`src/hw/rtl/spdf_pkg.sv`:
```
package spdf_pkg;

    localparam int unsigned CfgIdxW = 2;

    typedef enum logic [CfgIdxW-1:0] {
        REG_SYNC_WORD = 2'd0,
        REG_MARKER    = 2'd1,
        REG_TRIG_LEN  = 2'd2
    } t_reg_idx;

    localparam logic [31:0] SyncReset   = 32'he2250813;
    localparam logic [15:0] MarkerReset = 16'heb90;
    localparam logic [7:0]  TrigReset   = 8'd10;
    localparam logic [7:0]  TrigMask    = 8'h3c;
    localparam logic [7:0]  TrigValue   = 8'h30;
    localparam logic [13:0] IdMask      = 14'h3fff;

    typedef enum logic [2:0] {
        ROLE_HUNT    = 3'd0,
        ROLE_HEADER  = 3'd1,
        ROLE_TRIGGER = 3'd2,
        ROLE_FRONT   = 3'd3,
        ROLE_TIME    = 3'd4
    } t_role;

    typedef enum logic [1:0] {
        ERR_NONE   = 2'd0,
        ERR_PKTLEN = 2'd1,
        ERR_SUBLEN = 2'd2,
        ERR_MARKER = 2'd3
    } t_err;

    // One tagged word as it leaves the parser. Packed width is 38 bits.
    typedef struct packed {
        logic [7:0]  out_byte;
        t_role       byte_role;
        logic [13:0] packet_id;
        logic [7:0]  frontend_id;
        logic        subframe_end;
        logic        packet_end;
        logic        sequence_warning;
        t_err        error_code;
    } t_tag;

    typedef struct packed {
        logic [31:0] sync_word;
        logic [15:0] marker;
        logic [7:0]  trig_len;
    } t_cfg;

endpackage

```
`src/hw/rtl/spdf_parser.sv`:
```
module spdf_parser (
    input  logic           i_clk,
    input  logic           i_rst_n,
    input  spdf_pkg::t_cfg i_cfg,
    input  logic           i_valid,
    input  logic [7:0]     i_byte,
    output logic           o_ready,
    output logic           o_valid,
    output spdf_pkg::t_tag o_tag,
    input  logic           i_ready
);
    import spdf_pkg::*;

    typedef enum logic [3:0] {
        PH_HUNT, PH_HDR, PH_MARK, PH_MARK_FE, PH_FLAG,
        PH_TRIG, PH_FELEN, PH_FEDATA, PH_SKIP, PH_SYNC
    } t_phase;

    t_phase      r_phase, n_phase;
    logic [31:0] r_hist;
    logic [3:0]  r_cnt, n_cnt;
    logic [15:0] r_body, n_body;
    logic [15:0] r_sub, n_sub;
    logic [13:0] r_pid, n_pid;
    logic [13:0] r_prev, n_prev;
    logic        r_prev_ok, n_prev_ok;
    logic [7:0]  r_fid, n_fid;
    logic        r_valid;
    t_tag        r_tag, n_tag;

    logic [31:0] hist;
    logic [15:0] half;
    logic [13:0] id_dec;
    logic [7:0]  trig_eff;
    logic        take;
    t_role       role;
    t_err        err;
    logic        sfend, pend, warn;

    assign o_ready = !r_valid || i_ready;
    assign take    = i_valid && o_ready;
    assign hist    = {r_hist[23:0], i_byte};
    assign half    = hist[15:0];
    assign id_dec  = (half[13:0] - 14'd1) & IdMask;
    assign trig_eff = (i_cfg.trig_len < 8'd2) ? 8'd2 : i_cfg.trig_len;

    always_comb begin
        n_phase = r_phase; n_cnt = r_cnt; n_body = r_body; n_sub = r_sub;
        n_pid = r_pid; n_prev = r_prev; n_prev_ok = r_prev_ok; n_fid = r_fid;
        role = ROLE_HUNT; err = ERR_NONE; sfend = 1'b0; pend = 1'b0; warn = 1'b0;
        if (r_phase == PH_MARK || r_phase == PH_MARK_FE || r_phase == PH_FLAG ||
            r_phase == PH_TRIG || r_phase == PH_FELEN || r_phase == PH_FEDATA ||
            r_phase == PH_SKIP) begin
            if (r_body == 16'd0) begin
                if (((r_phase == PH_MARK || r_phase == PH_MARK_FE) && r_cnt == 4'd0)
                    || r_phase == PH_SKIP) begin
                    n_phase = PH_SYNC;
                    n_cnt   = 4'd0;
                end else begin
                    err = (r_phase == PH_MARK || r_phase == PH_MARK_FE) ?
                          ERR_MARKER : ERR_SUBLEN;
                    n_phase = PH_HUNT;
                end
            end else begin
                n_body = r_body - 16'd1;
            end
        end
        if (err == ERR_NONE) begin
            unique case (n_phase)
                PH_HUNT: begin
                    if (hist == i_cfg.sync_word) begin
                        n_phase = PH_HDR;
                        n_cnt   = 4'd0;
                    end
                end
                PH_HDR: begin
                    role = (r_cnt < 4'd4) ? ROLE_HEADER : ROLE_TIME;
                    if (r_cnt == 4'd1) begin
                        if (r_prev_ok && ((id_dec & r_prev) != r_prev)) warn = 1'b1;
                        n_pid = half[13:0];
                        n_prev = half[13:0];
                        n_prev_ok = 1'b1;
                    end
                    if (r_cnt == 4'd3 && half < 16'd7) begin
                        err = ERR_PKTLEN;
                        n_phase = PH_HUNT;
                    end else begin
                        if (r_cnt == 4'd3) n_body = half - 16'd7;
                        if (r_cnt >= 4'd11) begin
                            n_phase = PH_MARK;
                            n_cnt = 4'd0;
                        end else begin
                            n_cnt = r_cnt + 4'd1;
                        end
                    end
                end
                PH_MARK, PH_MARK_FE: begin
                    if (n_cnt == 4'd0) begin
                        n_cnt = 4'd1;
                    end else if (half == i_cfg.marker) begin
                        n_phase = PH_FLAG;
                        n_cnt = 4'd0;
                    end else if (half == i_cfg.sync_word[31:16]) begin
                        n_phase = PH_SKIP;
                    end else begin
                        err = (n_phase == PH_MARK) ? ERR_MARKER : ERR_SUBLEN;
                        n_phase = PH_HUNT;
                    end
                end
                PH_FLAG: begin
                    role = ROLE_FRONT;
                    if (r_cnt == 4'd0) begin
                        n_cnt = 4'd1;
                    end else begin
                        n_fid = i_byte;
                        n_cnt = 4'd0;
                        if ((i_byte & TrigMask) == TrigValue) begin
                            role = ROLE_TRIGGER;
                            if (trig_eff == 8'd2) begin
                                sfend = 1'b1;
                                n_phase = PH_MARK;
                            end else begin
                                n_sub = {8'd0, trig_eff - 8'd2};
                                n_phase = PH_TRIG;
                            end
                        end else begin
                            n_phase = PH_FELEN;
                        end
                    end
                end
                PH_TRIG, PH_FEDATA: begin
                    role = (n_phase == PH_TRIG) ? ROLE_TRIGGER : ROLE_FRONT;
                    if (r_sub <= 16'd1) begin
                        n_sub = 16'd0;
                        sfend = 1'b1;
                        n_phase = (r_phase == PH_TRIG) ? PH_MARK : PH_MARK_FE;
                        n_cnt = 4'd0;
                    end else begin
                        n_sub = r_sub - 16'd1;
                    end
                end
                PH_FELEN: begin
                    role = ROLE_FRONT;
                    if (r_cnt == 4'd0) begin
                        n_cnt = 4'd1;
                    end else if (half < 16'd2) begin
                        err = ERR_SUBLEN;
                        n_phase = PH_HUNT;
                    end else if (half == 16'd2) begin
                        sfend = 1'b1;
                        n_phase = PH_MARK_FE;
                        n_cnt = 4'd0;
                    end else begin
                        n_sub = half - 16'd2;
                        n_phase = PH_FEDATA;
                    end
                end
                PH_SKIP: begin
                end
                PH_SYNC: begin
                    if (n_cnt < 4'd3) begin
                        n_cnt = n_cnt + 4'd1;
                    end else if (hist == i_cfg.sync_word) begin
                        pend = 1'b1;
                        n_phase = PH_HDR;
                        n_cnt = 4'd0;
                    end else begin
                        err = ERR_PKTLEN;
                        n_phase = PH_HUNT;
                    end
                end
                default: n_phase = PH_HUNT;
            endcase
        end
        if (err != ERR_NONE) role = ROLE_HUNT;
        n_tag = '{out_byte: i_byte, byte_role: role, packet_id: n_pid,
                  frontend_id: n_fid, subframe_end: sfend, packet_end: pend,
                  sequence_warning: warn, error_code: err};
    end

    always_ff @(posedge i_clk) begin
        if (!i_rst_n) begin
            r_phase <= PH_HUNT; r_hist <= '0; r_cnt <= '0; r_body <= '0;
            r_sub <= '0; r_pid <= '0; r_prev <= '0; r_prev_ok <= 1'b0;
            r_fid <= '0; r_valid <= 1'b0;
        end else begin
            if (take) begin
                r_phase <= n_phase; r_hist <= hist; r_cnt <= n_cnt; r_body <= n_body;
                r_sub <= n_sub; r_pid <= n_pid; r_prev <= n_prev;
                r_prev_ok <= n_prev_ok; r_fid <= n_fid;
            end
            if (take) r_valid <= 1'b1;
            else if (i_ready) r_valid <= 1'b0;
        end
    end

    always_ff @(posedge i_clk) begin
        if (take) r_tag <= n_tag;
    end

    assign o_valid = r_valid;
    assign o_tag   = r_tag;

`ifndef NO_ASSERTIONS
    a_err_hunts: assert property (@(posedge i_clk) disable iff (!i_rst_n)
        take && err != ERR_NONE |=> r_phase == PH_HUNT)
        else $error("error did not return parser to hunting");
    a_err_role: assert property (@(posedge i_clk) disable iff (!i_rst_n)
        r_valid && r_tag.error_code != ERR_NONE |-> r_tag.byte_role == ROLE_HUNT)
        else $error("error word carries a role");
    a_pend_hdr: assert property (@(posedge i_clk) disable iff (!i_rst_n)
        take && pend |=> r_phase == PH_HDR)
        else $error("packet end without header phase");
`endif
endmodule

```
`src/hw/rtl/spdf_outq.sv`:
```
module spdf_outq (
    input  logic           i_clk,
    input  logic           i_rst_n,
    input  logic           i_valid,
    input  spdf_pkg::t_tag i_tag,
    output logic           o_ready,
    output logic           o_valid,
    output spdf_pkg::t_tag o_tag,
    input  logic           i_ready
);
    import spdf_pkg::*;

    t_tag       r_mem [2];
    logic       r_wp, r_rp;
    logic [1:0] r_cnt;
    logic       push, pop;

    assign o_ready = r_cnt != 2'd2;
    assign o_valid = r_cnt != 2'd0;
    assign o_tag   = r_mem[r_rp];
    assign push    = i_valid && o_ready;
    assign pop     = o_valid && i_ready;

    always_ff @(posedge i_clk) begin
        if (!i_rst_n) begin
            r_wp <= 1'b0; r_rp <= 1'b0; r_cnt <= 2'd0;
        end else begin
            if (push) r_wp <= !r_wp;
            if (pop) r_rp <= !r_rp;
            r_cnt <= r_cnt + {1'b0, push} - {1'b0, pop};
        end
    end

    always_ff @(posedge i_clk) begin
        if (push) r_mem[r_wp] <= i_tag;
    end

`ifndef NO_ASSERTIONS
    a_no_over: assert property (@(posedge i_clk) disable iff (!i_rst_n)
        r_cnt == 2'd2 |-> !push)
        else $error("queue overflow");
    a_cnt: assert property (@(posedge i_clk) disable iff (!i_rst_n)
        push && !pop |=> r_cnt == $past(r_cnt) + 2'd1)
        else $error("queue count slip");
    a_cnt_range: assert property (@(posedge i_clk) disable iff (!i_rst_n)
        r_cnt != 2'd3)
        else $error("queue count out of range");
`endif
endmodule

```
`src/hw/rtl/science_packet_deframer_top.sv`:
```
// Channel   Dir  Payload                                        Handshake
// s_axis    in   tdata[7:0] in_byte                             s_axis_tvalid/tready
// m_axis    out  tdata[31:0] tagged byte, tuser[6:0] tags, tlast m_axis_tvalid/tready
// cfg       in   i_cfg_index[1:0], i_cfg_data[31:0]              i_cfg_valid/o_cfg_ready
//
// One word is accepted every cycle while the master side keeps up. An accepted word is
// tagged into the parser's output register and then moves into the queue, from which
// the master side can take it.
// Reset is synchronous and active low; it restores the default registers.
// A stall downstream fills the two-entry queue, then the parser's output
// register, and only then drops s_axis_tready.
module science_packet_deframer_top (
    input  logic        i_clk,
    input  logic        i_rst_n,
    input  logic        s_axis_tvalid,
    output logic        s_axis_tready,
    input  logic [7:0]  s_axis_tdata,   // [7:0] in_byte
    output logic        m_axis_tvalid,
    input  logic        m_axis_tready,
    // [7:0] out_byte, [21:8] packet_id, [29:22] frontend_id, [31:30] zero
    output logic [31:0] m_axis_tdata,
    // [2:0] byte_role, [3] packet_end, [4] sequence_warning, [6:5] error_code
    output logic [6:0]  m_axis_tuser,
    // High on the last byte of a sub-frame.
    output logic        m_axis_tlast,
    input  logic        i_cfg_valid,
    output logic        o_cfg_ready,
    input  logic [1:0]  i_cfg_index,
    input  logic [31:0] i_cfg_data
);
    import spdf_pkg::*;

    t_cfg r_cfg;
    logic p_valid, p_ready;
    t_tag p_tag, q_tag;

    // Writable always; the user must write only while the block is idle (unenforced).
    assign o_cfg_ready = 1'b1;

    always_ff @(posedge i_clk) begin
        if (!i_rst_n) begin
            r_cfg <= '{sync_word: SyncReset, marker: MarkerReset, trig_len: TrigReset};
        end else if (i_cfg_valid) begin
            case (i_cfg_index)
                REG_SYNC_WORD: r_cfg.sync_word <= i_cfg_data;
                REG_MARKER:    r_cfg.marker    <= i_cfg_data[15:0];
                REG_TRIG_LEN:  r_cfg.trig_len  <= i_cfg_data[7:0];
                default: ;
            endcase
        end
    end

    // Front: parse and tag each byte.
    spdf_parser u_parser (
        .i_clk(i_clk), .i_rst_n(i_rst_n), .i_cfg(r_cfg),
        .i_valid(s_axis_tvalid), .i_byte(s_axis_tdata), .o_ready(s_axis_tready),
        .o_valid(p_valid), .o_tag(p_tag), .i_ready(p_ready)
    );

    // Back: a short queue toward the master side.
    spdf_outq u_outq (
        .i_clk(i_clk), .i_rst_n(i_rst_n),
        .i_valid(p_valid), .i_tag(p_tag), .o_ready(p_ready),
        .o_valid(m_axis_tvalid), .o_tag(q_tag), .i_ready(m_axis_tready)
    );

    assign m_axis_tdata = {2'd0, q_tag.frontend_id, q_tag.packet_id, q_tag.out_byte};
    assign m_axis_tuser = {q_tag.error_code, q_tag.sequence_warning,
                           q_tag.packet_end, q_tag.byte_role};
    assign m_axis_tlast = q_tag.subframe_end;

`ifndef NO_ASSERTIONS
    a_pad_zero: assert property (@(posedge i_clk) disable iff (!i_rst_n)
        m_axis_tdata[31:30] == 2'd0)
        else $error("tdata padding not zero");
    a_err_tag: assert property (@(posedge i_clk) disable iff (!i_rst_n)
        m_axis_tvalid && m_axis_tuser[6:5] != 2'd0 |-> m_axis_tuser[3] == 1'b0)
        else $error("error and packet end together");
    a_role_range: assert property (@(posedge i_clk) disable iff (!i_rst_n)
        m_axis_tvalid |-> m_axis_tuser[2:0] <= 3'd4)
        else $error("role out of range");
`endif
endmodule

```
`config.mk`:
```
export PLATFORM = sky130hd
export DESIGN_NAME = science_packet_deframer_top
export DESIGN_NICKNAME = d
export VERILOG_FILES = /design/src/hw/rtl/spdf_pkg.sv /design/src/hw/rtl/spdf_parser.sv /design/src/hw/rtl/spdf_outq.sv /design/src/hw/rtl/science_packet_deframer_top.sv
export SDC_FILE = /design/constraint.sdc
export NUM_CORES = 1
export LEC_CHECK = 0
export ABC_AREA = 1
export BUFFER_PORTS_ARGS = -buffer_cell sky130_fd_sc_hd__buf_2
export CAP_MARGIN = 0
export CORE_AREA = 2 2 233 177
export DETAILED_ROUTE_END_ITERATION = 16
export DIE_AREA = 0 0 235 179
export HOLD_SLACK_MARGIN = 0.02
export REMOVE_ABC_BUFFERS = 1
export SKIP_LAST_GASP = 1
export SYNTH_ARGS = -nofsm -noshare
export SYNTH_HDL_FRONTEND = slang
export SYNTH_SLANG_ARGS = --single-unit
```
`constraint.sdc`:
```
create_clock -name i_clk -period 2.35 [get_ports i_clk]
set_input_delay 0.1175 -clock i_clk [delete_from_list [all_inputs] [get_ports i_clk]]
set_output_delay 0.1175 -clock i_clk [all_outputs]
set_load 0.01 [all_outputs]
```
== After elaboration in Yosys (flattened, before gate mapping) ==
Memory sizes are Yosys's and may differ from the RTL's. A register that Yosys moved wholly into a read port is not among the register bits.
Index checks and enable logic that the tools add are counted.
Word-level totals
  memories: 1
  RAM bits: 76
  register bits: 200
  word-level logic and storage cells: 210
Operators by class
  muxes and demuxes: 94
  add/subtract/negate cells: 10
  magnitude comparators: 7
  bitwise gates (word level): 3
  reduce and logical (&&, ||, !) cells: 37
  equality and inequality tests: 34
Memories
  u_outq.r_mem: words 2, bits a word 38, rd ports 1, clocked after memory_dff 1, write ports 1, RTL line spdf_outq.sv:13  | t_tag r_mem [2];
Operators by type and width (number)
  two-way mux 16 bit: 13
  two-way mux 4 bit: 29
  case mux 16 bit (3 select lines): 1
  two-way mux 14 bit: 3
  == test 16 bit: 2
  == test 32 bit: 1
  == test 4 x 3 -> 1 bit (second input constant): 8
  two-way mux 8 bit: 4
  case mux 4 bit (8 select lines): 1
  subtractor 16 x 1 -> 16 bit (second input constant): 2
  case mux 4 bit (7 select lines): 1
  two-way mux 2 bit: 12
  two-way mux 1 bit: 22
  == test 4 x 2 -> 1 bit (second input constant): 5
  == test 16 x 2 -> 1 bit (second input constant): 1
  == test 4 bit (second input constant): 4
  less-or-equal comparator 16 x 1 -> 1 bit (second input constant): 1
  logical NOT 16 bit: 1
  < comparator 16 x 2 -> 1 bit (second input constant): 1
  < comparator 16 x 3 -> 1 bit (second input constant): 1
  subtractor 16 x 2 -> 16 bit (second input constant): 1
  subtractor 16 x 3 -> 16 bit (second input constant): 1
  two-way mux 3 bit: 5
  bitwise AND 14 bit: 1
  other kinds (33): 64

== Depth between registers and ports, before layout ==
Gate-level depths: netlist of the first run.
  depth in word-level cells: 17
  depth in mapped cells: 17

== Hierarchy ==
From an unflattened synthesis of the first run, not the netlist that was laid out.
Second synthesis, totals
  cell total of the unflattened synthesis: 1758
  area, all modules: 14360.0 um^2
Modules (own cells, without submodules)
  spdf_parser: area an instance 8998.6 um^2, cells an instance 1276, sequential area each 3183.1 um^2, times used 1
  spdf_outq: area an instance 3059.2 um^2, cells an instance 154, sequential area each 2382.3 um^2, times used 1
  science_packet_deframer_top: area an instance 2302.2 um^2, cells an instance 328, sequential area each 1121.1 um^2, times used 1

== Worst setup path before layout of the first run ==
Ideal clock, no wire load.
  kind: reg-to-reg
  from: register u_outq.r_cnt[0]
  to: register u_parser.r_tag (netlist bit u_parser.o_tag[0]), enable pin
  required time: 1.933 ns
  setup time: 0.417 ns
  path buffers: 2
  path slack: -0.315 ns
  clock period less this slack: 2.665 ns
  data arrival time: 2.248 ns
  stages on the path, launching flop included: 7
  cell sequence: dfxtp_1 > inv_1 > nand3_1 > nand2_1 > inv_1 > clkbuf_1 > buf_1
On the way
  cells in the longest elaborated chain, start to end: 3
Ends and longest elaborated chain
  from (decl): RTL line spdf_outq.sv:15  | logic [1:0] r_cnt;
  from (signal assigned): RTL line spdf_outq.sv:30  | r_cnt <= r_cnt + {1'b0, push} - {1'b0, pop};
  != test 2 bit: RTL line spdf_outq.sv:18  | assign o_ready = r_cnt != 2'd2;
  logical OR 1 bit: RTL line spdf_parser.sv:40  | assign o_ready = !r_valid || i_ready;
  via s_axis_tready: RTL line science_packet_deframer_top.sv:16  | output logic s_axis_tready,
  logical AND 1 bit: RTL line spdf_parser.sv:41  | assign take = i_valid && o_ready;
  via u_parser.take: RTL line spdf_parser.sv:35  | logic take;
  to (signal assigned): RTL line spdf_parser.sv:198  | if (take) r_tag <= n_tag;
  to (decl): RTL line spdf_parser.sv:29  | t_tag r_tag, n_tag;
The timed path passes the listed nets, and every way through them passes these cells.
A chain may end at the register's enable or synchronous reset.

== Final worst setup path of the first run ==
  from: register u_parser.r_cnt[0]
  to: register u_parser.r_prev[5]
On the way
  cells in the longest elaborated chain, start to end: 8
  elaborated cells between the ends (all ways): 13
Ends and longest elaborated chain
  from (decl): RTL line spdf_parser.sv:21  | logic [3:0] r_cnt, n_cnt;
  from (signal assigned): RTL line spdf_parser.sv:188  | r_phase <= n_phase; r_hist <= hist; r_cnt <= n_cnt; r_body <= n_body;
  logical NOT 4 bit: RTL line spdf_parser.sv:55  | if (((r_phase == PH_MARK || r_phase == PH_MARK_FE) && r_cnt == 4'd0)
  logical AND 1 bit: RTL line spdf_parser.sv:55
  logical OR 1 bit: RTL line spdf_parser.sv:56  | || r_phase == PH_SKIP) begin
  two-way mux 4 bit or two-way mux 2 bit (tied branches): RTL line spdf_parser.sv:55
  two-way mux 4 bit or two-way mux 2 bit (tied branches): RTL line spdf_parser.sv:54  | if (r_body == 16'd0) begin
  two-way mux 4 bit or two-way mux 2 bit (tied branches): RTL line spdf_parser.sv:51  | if (r_phase == PH_MARK || r_phase == PH_MARK_FE || r_phase == PH_FLAG ||
  == test 4 x 1 -> 1 bit or logical NOT 2 bit (tied branches): RTL line spdf_parser.sv:69, spdf_parser.sv:68
  AND reduction 4 bit (no source line) *
  to (signal assigned): RTL line spdf_parser.sv:189  | r_sub <= n_sub; r_pid <= n_pid; r_prev <= n_prev;
  to (decl): RTL line spdf_parser.sv:25  | logic [13:0] r_prev, n_prev;
Mark *: on every way between the ends. The rest lies on a longest branch, timed or not.

==> run summary, run 1 <==
The horizontal die dimension came out at 235 um. The run finished with clean final reports. Of all flip-flops after synthesis, the portion carrying an async set or reset was 0%.

The synthesized netlist contains 50 unique library cells. The number of routed nets with antenna violations is 0. The final-layout worst hold slack came out at 0.0761 ns. The via count of the first global-routing pass is between 10,000 and 15,000.

The power density relative to cell area came out at between 700 and 800 mW/mm^2. The largest single stage delay on the critical path is around 0.34 ns. The area fraction in compound gates after synthesis came out at between 10% and 20%. Measured along the y axis, the die boundary spans roughly 180 um.

The clock root buffer is clkbuf_16. The count of endpoints failing setup in the final report is 0. The start point of the worst hold path is i_cfg_index[1]. The origin of the worst setup path is u_parser.r_cnt[0]. The most used flip-flop cell after synthesis is dfxtp_1. STA puts the critical path data required time at 2.80 ns. After filler insertion, the fill cell instance count of the layout stands at a little under 4,000. The worst register-to-register path begins at u_parser.r_cnt[0]. The effective utilization at floorplan is between 30% and 40%. The fmax came out at about 0.44 GHz.

The clock passes through at most 3 buffers. The number of search-and-repair iterations in the first detailed-routing pass is 7. Entering global routing, the biggest net connects 85 pins. The area enclosed by the die boundary came out at 0.0421 mm^2.

The worst setup path is of the register to register kind. The highest-delay cell along the critical path is dfxtp_2. The CTS clock-pin slew for the worst setup and hold paths came out at approximately 0.060 ns. The insertion delay of the later-clocked pin in the worst-skew pair is approximately 0.58 ns. The path class of the tightest hold or removal check is primary input to register. The worst-path maximum fanout came out at 7. The multiplexer share of the synthesized area came out at under 10%.

The worst vdd rail ir drop came out at ~0.00048 V. The post-route DRC violation count is 0. In the global route stage, overall resource usage came out at between 10% and 20%. The adder-cell share of the synthesized area came out at under 10%. The instance count after placement with tap cells included came out at between 2,000 and 2,500.

The worst setup margin is slightly below 0.09 ns. The global-route wire length before repair came out at between 60,000 and 70,000 um. The detailed placer's ending HPWL is roughly 28,000 um. The final RePlAce weighted congestion is ~0.88. The I/O pin count came out at 90. The number of antenna violations at the first check in global routing was 0.

The total number of H-tree levels is 1. The total count of hold-check failures in the final report came out at 0. The clock sink count is around 280. The placement-stage worst setup slack came out at -0.122 ns. The number of flip-flops and latches in the synthesized netlist came out at 277.

Compared with the post-synthesis result, the final layout area differs by 27.4%. The placeable core region is ~0.04 mm^2. Using the TritonRoute via totals, the vias-per-cell ratio works out to a little under 5.

The detailed-route via count came out at ~12,000. The capturing element type of the critical path is a register. The transition time at the pin with the least slew margin came out at between 0.6 and 0.7 ns.

The repair_antennas step left the layout with diodes totalling 0. The clock period minus worst slack came out at around 2.3 ns. STA classifies the critical path startpoint as a register. Yosys printed 0 warnings. By area, the combinational part of the netlist is dominated by simple AND/OR/NAND/NOR gates. The library cell used most frequently in the layout, excluding fill and tap cells, is nand2_1. The floorplan row count came out at 64. The cell area that synthesis handed to floorplanning was 0.0138 mm^2. Summing the sequential cell areas from Yosys gives 48.5% of the chip area.

The share of post-route cells with drive strength above 1 came out at approximately 22%. TritonCTS built the clock tree. Between clock sinks in the finished design, the worst skew comes to about 0.012 ns.

Summed over all cells, the static leakage comes to between 7 and 8 nW. The arrival time of data at the critical path endpoint came out at roughly 2.7 ns. The synthesized instance count came out at 1,669. The number of DRC markers after the initial detailed-route iteration came out at 966.

The count of buffers added on input and output ports is 86. In the final routed layout, each cell accounts on average for between 15 and 20 um. The final worst-path cycle share is a little over nine tenths. The kind of cell adding the most delay to the critical path is simple AND/OR/NAND/NOR gates. Clock tree synthesis inserted a total of 29 buffers.

The critical path contains buffers and inverters numbering 3 combined. The final-stage net count came out at around 2,000. The critical path goes through inv_1 -> ha_2 -> nand2_2 -> nor2_2 -> nor2_4 -> nand3_4 -> nand2_4 -> nand2_4 -> nor2_8 -> inv_6 -> nor2_8 -> nand2_8 -> buf_6 -> nand2_1 -> a21oi_1. The max-slew violation total from the final report is 0. The fraction of the mapped netlist area in simple logic gates came out at 22.2%. The aggregate global routing overflow is 0.

The xor/xnor cell area share of the yosys netlist came out at 6.48%. The mean area per synthesized cell is 8.26 um^2. The setup slack on the worst flop-to-flop path came out at just under 0.09 ns. The worst-case headroom to the max-slew limit came out at between 50 and 60%.

After detailed routing, the total wire length is 39,900 um. Leaving out filler cells and counting taps, the final layout contains between 2,000 and 2,500. The number of max-cap violations came out at 0. The number of synthesized flops with an enable pin is 114.

In the layout the commonest cells are nand2_1 (290), nor2_1 (247), dfxtp_1 (151), inv_1 (138), buf_4 (126).
[synthesized netlist by cell type, drive strengths merged (22+ instances only)]
| master | count | area (um^2) |
|---|---|---|
| nand3 | 76 | 428 |
| o211ai | 22 | 165 |
| inv | 149 | 562 |
| a21oi | 112 | 561 |
| edfxtp | 114 | 3420 |
| xor2 | 69 | 604 |
| o21ai | 123 | 616 |
| mux2 | 38 | 428 |
| nand2 | 320 | 1250 |
| xnor2 | 33 | 289 |
| buf | 31 | 185 |
| nor2 | 277 | 1100 |
| dfxtp | 163 | 3260 |
| clkbuf | 46 | 173 |
[cells by family after synthesis]
family                     Yosys count
and+or+nand+nor                    720
AOI/OAI and AO/OA                  285
DFF                                277
buffers and inverters              228
xor gates and xnor gates           102
muxes                               38
adders and majority gates           17
other                                2
[what timing repair did]
action / CTS / global route
setup buffers: 0 / 12
pin swaps: 0 / 25
endpoints found under the hold margin: 65 / 0
gates cloned: 0 / 8
resized for setup: 6 / 94
hold buffers: 41 / 0
endpoints found under the setup margin: 15 / 103
[worst reg2reg max path: cells and delay by family, from the launching register on]
kind            cells  cell delay (ns)
buf+inv             3             0.31
flops               1             0.34
fa+ha+maj           1             0.18
compound gates      1             0.07
simple gates       10             1.24
[final cells by class]
type                            instances  area [um^2]  area share, %
Clock buffer                           35          768           4.37
Clock inverter                         19          259           1.47
Inverter                              151          587           3.34
Multi-Input combinational cell       1165         6450           36.7
Sequential cell                       277         6700           38.1
Tap cell                              528          661           3.76
Timing Repair Buffer                  273         2140           12.2
Timing Repair inverter                  1         8.76         0.0499
[flip-flops by register name, summed over array words and instances, names as in the netlist, 4 cells and up, named ones only]
signal,cells
u_parser.r_pid,14
u_parser.o_tag,38
u_parser.r_phase,4
u_parser.r_cnt,4
u_parser.r_body,16
u_parser.r_fid,8
u_outq.r_mem,76
u_parser.r_prev,14
u_parser.r_sub,16
u_parser.r_hist,24
r_cfg,56
[routing by layer]
metal	global-route usage (%)	up-vias	wire, um
met4	3.77	0	698
met5	0	-	0
li1	-	5975	-
met3	3.43	56	2720
met1	27.2	5574	19600
met2	27.7	362	16800
[worst paths after layout]
path                          to  depth (start not counted)
min reg2reg  u_outq.r_mem[1][12]                          0
max reg2reg   u_parser.r_prev[5]                         15
min                    r_cfg[17]                          5
max           u_parser.r_prev[5]                         15
[per-stage QoR]
step / TNS, ns / instance area, um^2 / total power [mW] / utilization, %
3_3_place_gp: -0.0501 / 15600 / 7.67 / 38.9
4_1_cts: -0.00630 / 17100 / 12.7 / 42.6
3_5_place_dp: -0.467 / 15600 / 7.70 / 38.9
6_report: 0 / 17600 / 12.7 / 43.8
5_1_grt: -0.128 / 17600 / 13.2 / 43.8
2_1_floorplan: -213.83 / 13400 / 6.80 / -
[where the power goes]
group          total, mW  internal, mW  switching (mW)
Clock               4.95          2.91            2.04
Sequential          5.58          5.40           0.186
Combinational       2.13         0.894            1.24
Total               12.7          9.20            3.46
Power figures use the tool's default switching activity.
==> run 2: changes to the inputs <==
Settings changed: PLACE_DENSITY set to 0.57.
==> run summary, run 2 (synthesis gave the netlist of run 1 again) <==
The flow ran to the end, and the final reports show no timing, DRC or antenna violations. The type of the most critical hold path is primary input to register. The final-stage net count came out at a little under 2,000. The worst clock skew is about 0.027 ns.

The maximum number of pins on one net before global-route repair came out at slightly below 60. The arrival time of data at the critical path endpoint is roughly 2.7 ns. The startpoint identified for the worst register-to-register timing path is u_parser.r_phase[3]. The I/O pin count came out at 90.

After floorplanning, the core was sized to cover 0.0401 mm^2. Of all nets on the critical path, the largest fanout is 7. The total negative setup slack came out at 0 ns. The power density relative to cell area came out at about 700 mW/mm^2. The startpoint identified for the worst hold timing path is i_rst_n.

Measured against its own limit, the worst slew margin works out to between 50% and 60%. Counting along the longest clock path gives a buffer depth of 3. The detailed-route via count is roughly 12,000. Including well taps, the total number of placed cells is ~2,300. The most critical setup path has its startpoint at u_parser.r_phase[3]. In the finished design, the share of the clock period the worst path needs comes to 96.3%.

The via count of the first global-routing pass was approximately 11,000. The port buffer count came out at 86. The per-cell routed wire length is around 16 um. The endpoint required time on the critical path came out at approximately 2.8 ns.

Leaving out fill and tap cells, the most frequent cells in the layout are nand2_1 (292), nor2_1 (247), dfxtp_1 (157), inv_1 (138), buf_4 (138). The worst vdd rail ir drop came out at approximately 0.00064 V. The final RePlAce weighted congestion came out at 0.879. The CTS clock-pin slew for the worst setup and hold paths is ~0.06 ns.

The worst setup path category is register to register. The number of DRC markers after the initial detailed-route iteration came out at 949. The startpoint type of the worst setup path is a register. The number of max-cap violations came out at 0. The placement-stage worst setup slack is -0.0615 ns.

Once the floorplan was initialized, standard cells occupied about a third of the core. The number of antenna repair diodes is 0. The smallest clock period supported by the final layout is computed as around 2.3 ns. The most frequent standard cell in the layout excluding fill and tap cells is nand2_1. The worst setup margin came out at a little under 0.09 ns. The horizontal die dimension came out at between 200 and 250 um.

The die height came out at around 180 um. The max-slew violation total from the final report came to 0. The total number of H-tree levels came out at 1. The floorplan row count is 64. The count of endpoints failing setup in the final report came out at 0.

Counting flops per register, the top entry is u_outq.r_mem. The die covers ~0.042 mm^2. The final-layout worst hold slack came out at ~0.050 ns.

The post-route non-filler standard cell count came out at 2,447. The detailed placer's ending HPWL is ~29,000 um. The number of vias per cell after detailed routing is roughly 4.9. In the routed design, unresolved DRC markers number 0.

Clock tree synthesis inserted a total of 28 buffers. STA classifies the critical path endpoint as a register. The detail route stage leaves a number of antenna-violating nets equal to 0. In this run the static leakage power is 7.52 nW.

TritonCTS built the clock tree. The root buffer cell chosen for the clock tree is clkbuf_16. The share of the core filled with cells in the final layout came out at between 40 and 50%.

The aggregate global routing overflow is 0. The clock sink count is 277. The global-route wire length before repair is roughly 62,000 um. The global-route usage over all layers is between 10% and 20%. The area growth from synthesis to layout is 26.5%. The flip-flop count of the largest register, all copies and words added is 76.

The share of post-route cells with drive strength above 1 came out at a little over a fifth. The number of antenna violations at the first check in global routing came to 0. The number of search-and-repair iterations in the first detailed-routing pass came out at 5.

The total count of hold-check failures in the final report came to 0. The transition time at the pin with the least slew margin is about 0.64 ns. Wires add up to 39,900 um. The fmax is 0.442 GHz. Clock latency on the worst-skew pair, taken at its later pin, is about 0.58 ns.
## run 2: cell types whose count changed in the layout (fill, tap and decap cells not counted), sizes merged
cell,delta
inv,-2
clkbuf,-3
clkinv,+1
dlygate4sd3,-5
buf,+7
## run 2: path summary, 6_finish.rpt
kind / to / slack, ns / cells past startpoint
worst max-delay path: u_parser.r_pid[5] / 0.09 / 14
worst min-delay path: r_cfg[28] / 0.05 / 2
worst max register to register: u_parser.r_pid[5] / 0.09 / 14
worst min register to register: u_outq.r_mem[1][35] / 0.45 / 0
## run 2: final cells by class
type                            count  area [um^2]
Clock buffer                       34          753
Inverter                          151          584
Sequential cell                   277         6700
Fill cell                        3946        22700
Timing Repair Buffer              273         2070
Tap cell                          528          661
Timing Repair inverter              1         6.26
Multi-Input combinational cell   1165         6410
Clock inverter                     18          254
## run 2: report_power, final
| group | internal (mW) | total [mW] | switching [mW] |
|---|---|---|---|
| Clock | 2.85 | 4.86 | 2.01 |
| Combinational | 0.869 | 2.11 | 1.24 |
| Sequential | 5.39 | 5.58 | 0.183 |
| Total | 9.12 | 12.5 | 3.43 |
## run 2: worst max-delay path, cell delays in order, from the launching register on
cell and delay, ns:
dfxtp_2 0.35, inv_2 0.08, nor2_2 0.13, nand2_2 0.13, nand2_4 0.16, nand3_4 0.17
nand2_4 0.14, nand3_4 0.12, nor2_8 0.18, inv_6 0.08, nor2_8 0.18, nand2_8 0.13
clkbuf_16 0.20, nand2_1 0.05, a21oi_1 0.06
## run 2: metal layers
layer	wire (um)	GRT usage, %	up-vias
met5	0	0	-
met4	763	3.64	0
met3	2640	3.80	56
met2	16400	27.5	331
met1	20000	27.9	5559
li1	-	-	5961
## run 2: metrics by stage
stage / area [um^2] / power (mW)
after floorplan: 13400 / 6.80
after global placement: 15700 / 7.68
after detailed placement: 15700 / 7.70
after CTS: 17000 / 12.6
after global routing: 17400 / 13.1
final: 17400 / 12.5
## run 2: what timing repair did
action | CTS | global route
endpoints found under the hold margin | 61 | 0
setup endpoints to repair | 51 | 103
setup buffers | 0 | 11
gates resized for setup | 8 | 69
pin swaps | 0 | 12
hold buffers | 36 | 0
gates cloned | 0 | 4
==> run 3: changes to the inputs <==
Settings changed: CORE_AREA 2 2 233 177 to 2 2 251 191, DIE_AREA 0 0 235 179 to 0 0 253 193, PLACE_DENSITY 0.57 to 0.52.
==> run summary, run 3 (synthesis gave the netlist of run 1 again) <==
The total chip power came out at ~13 mW. The worst setup path is of the register to register kind. The register with the most flip-flops is u_outq.r_mem.

The final layout contains routed wiring with a total length of 41,200 um. The die height is 193 um. The number of routed nets with antenna violations is 0. The effective utilization at floorplan came out at about 30%. TritonCTS built the clock tree. The port buffer count is 86.

The final-stage net count came out at 1,971. The synthesis-to-layout area growth came out at 27.4%. The number of antenna repair diodes came out at 0. In the finished design, the share of the clock period the worst path needs comes to between 90 and 100%. The detailed placer's ending HPWL came out at between 20,000 and 30,000 um. The aggregate global routing overflow came out at 0. The area enclosed by the die boundary came out at around 0.049 mm^2. The transition time at the pin with the least slew margin is roughly 1.2 ns. The detailed-route via count is 11,900. For this run, design rule violations remaining after detail routing come to 0.

The total count of hold-check failures in the final report is 0. The endpoint required time on the critical path is 2.78 ns. The number of buffers inserted during clock tree synthesis came out at 31. The maximum number of pins on one net before global-route repair came out at ~110. The per-cell routed wire length came out at ~16 um. The number of max-cap violations came out at 0. The insertion delay of the later-clocked pin in the worst-skew pair is a little under 0.6 ns. The register with the most flip-flops in the layout has between 70 and 80 of them. The number of DRC markers after the initial detailed-route iteration came out at just under 900. STA classifies the critical path startpoint as a register. The CTS clock-pin slew for the worst setup and hold paths came out at around 0.070 ns. The type of the most critical hold path is primary input to register. The library cell used most frequently in the layout, excluding fill and tap cells, is nand2_1. The cell count of the worst reg-to-reg path came out at 14.

The floorplan row count came out at 69. Setup repair after global routing could not meet its margin everywhere. Headroom to the max-slew limit came out at 22.3%.

The number of search-and-repair iterations in the first detailed-routing pass is 7. The via count of the first global-routing pass was 11,400. The global-route wire length before repair came out at about 64,000 um. The flow ran to the end, and the final reports show no timing, DRC or antenna violations.

The worst vdd rail ir drop came out at about 0.00052 V. The final RePlAce weighted congestion came out at 0.861. The static leakage is between 7 and 8 nW. The worst-path maximum fanout came out at 14. The clock sink count came out at roughly 280. The clock period minus worst slack came out at ~2.3 ns. The clock root buffer is clkbuf_16. The horizontal die dimension is around 250 um.

The count of endpoints failing setup in the final report came out at 0. In the layout the commonest cells are nand2_1 (293), nor2_1 (249), dfxtp_1 (153), buf_4 (148), inv_1 (138). The share of post-route cells with drive strength above 1 came out at 22.2%. At the worst endpoint, the arrival time is ~2.7 ns. The number of vias per cell after detailed routing is around 4.7.

The worst clock skew came out at 0.0109 ns. The fmax is roughly 0.44 GHz. The largest buffer count on any clock path is 3. STA classifies the critical path endpoint as a register. The max-slew violation total from the final report came out at 0. The number of antenna violations at the first check in global routing is 0. The global-route usage over all layers came out at between 15 and 20%. Along the worst hold path, the cell count comes to 5. CTS built an H-tree with a depth of 1. The I/O pin count is 90. Counting the fill cells in the layout gives around 4,700. The placeable core region came out at about 0.047 mm^2.

Across all hold checks on the routed design, the worst slack comes to between 0.07 and 0.08 ns. For this design the ratio of total power to cell area is ~740 mW/mm^2.
run 3: path summary, 6_finish.rpt:
check	from	end	slack [ns]
worst min-delay path	i_cfg_index[1]	r_cfg[17]	0.08
worst min register to register	u_parser.o_tag[3]	u_outq.r_mem[1][3]	0.44
worst max-delay path	u_parser.r_cnt[0]	u_parser.o_tag[24]	0.06
worst max register to register	u_parser.r_cnt[0]	u_parser.o_tag[24]	0.06
run 3: cell type report:
| type | instances | area [um^2] | area share, % |
|---|---|---|---|
| clock inverter | 20 | 263 | 1.50 |
| timing repair buffer | 280 | 2060 | 11.8 |
| multi-input combinational | 1165 | 6370 | 36.3 |
| timing repair inverter | 1 | 6.26 | 0.0356 |
| tap | 603 | 754 | 4.30 |
| sequential | 277 | 6700 | 38.1 |
| inverter | 151 | 578 | 3.29 |
| clock buffer | 38 | 832 | 4.74 |
run 3: where the power goes:
group	internal, mW	switching [mW]
sequential	5.40	0.196
combinational	0.867	1.24
clock	3.09	2.13
total	9.35	3.57
run 3: critical path: stages (launching register included):
cell and delay, ns:
dfxtp_2 0.34, inv_1 0.05, ha_1 0.20, nand2_2 0.09, nor2_2 0.05, nor2_4 0.18, nand3_4 0.15, nand2_4 0.11
nand2_4 0.07, nor2_8 0.17, inv_4 0.08, nor2_8 0.17, buf_4 0.24, nor2_1 0.06, a21oi_1 0.15
run 3: routing by layer:
metal | global-route usage [%] | vias up | wire [um] | part of all wire [%]
met5 | 0 | - | 0 | 0
met4 | 3.12 | 0 | 701 | 1.7
met3 | 2.58 | 53 | 2310 | 5.6
met2 | 25.4 | 281 | 17200 | 42
met1 | 25.3 | 5634 | 21000 | 51
li1 | - | 5975 | - | -
run 3: repair_timing:
action	4_1_cts	5_1_grt
setup buffers	1	7
gates cloned	0	1
hold endpoints to repair	64	0
resized for setup	8	59
endpoints found under the setup margin	41	106
hold buffers	38	0
pin swaps	0	18
run 3: through the flow:
| step | setup WS [ns] | utilization, % | area, um^2 | TNS [ns] | std cells |
|---|---|---|---|---|---|
| after floorplan | -2.15 | - | 13400 | -213.83 | 1593 |
| after global placement | -0.0633 | 34.0 | 15800 | -0.362 | 2430 |
| after detailed placement | -0.128 | 34.0 | 15800 | -0.955 | 2430 |
| after CTS | -0.0218 | 37.2 | 17300 | -0.0613 | 2527 |
| after global routing | -0.0632 | 37.7 | 17600 | -0.997 | 2535 |
| final | 0.0616 | 37.7 | 17600 | 0 | 2535 |
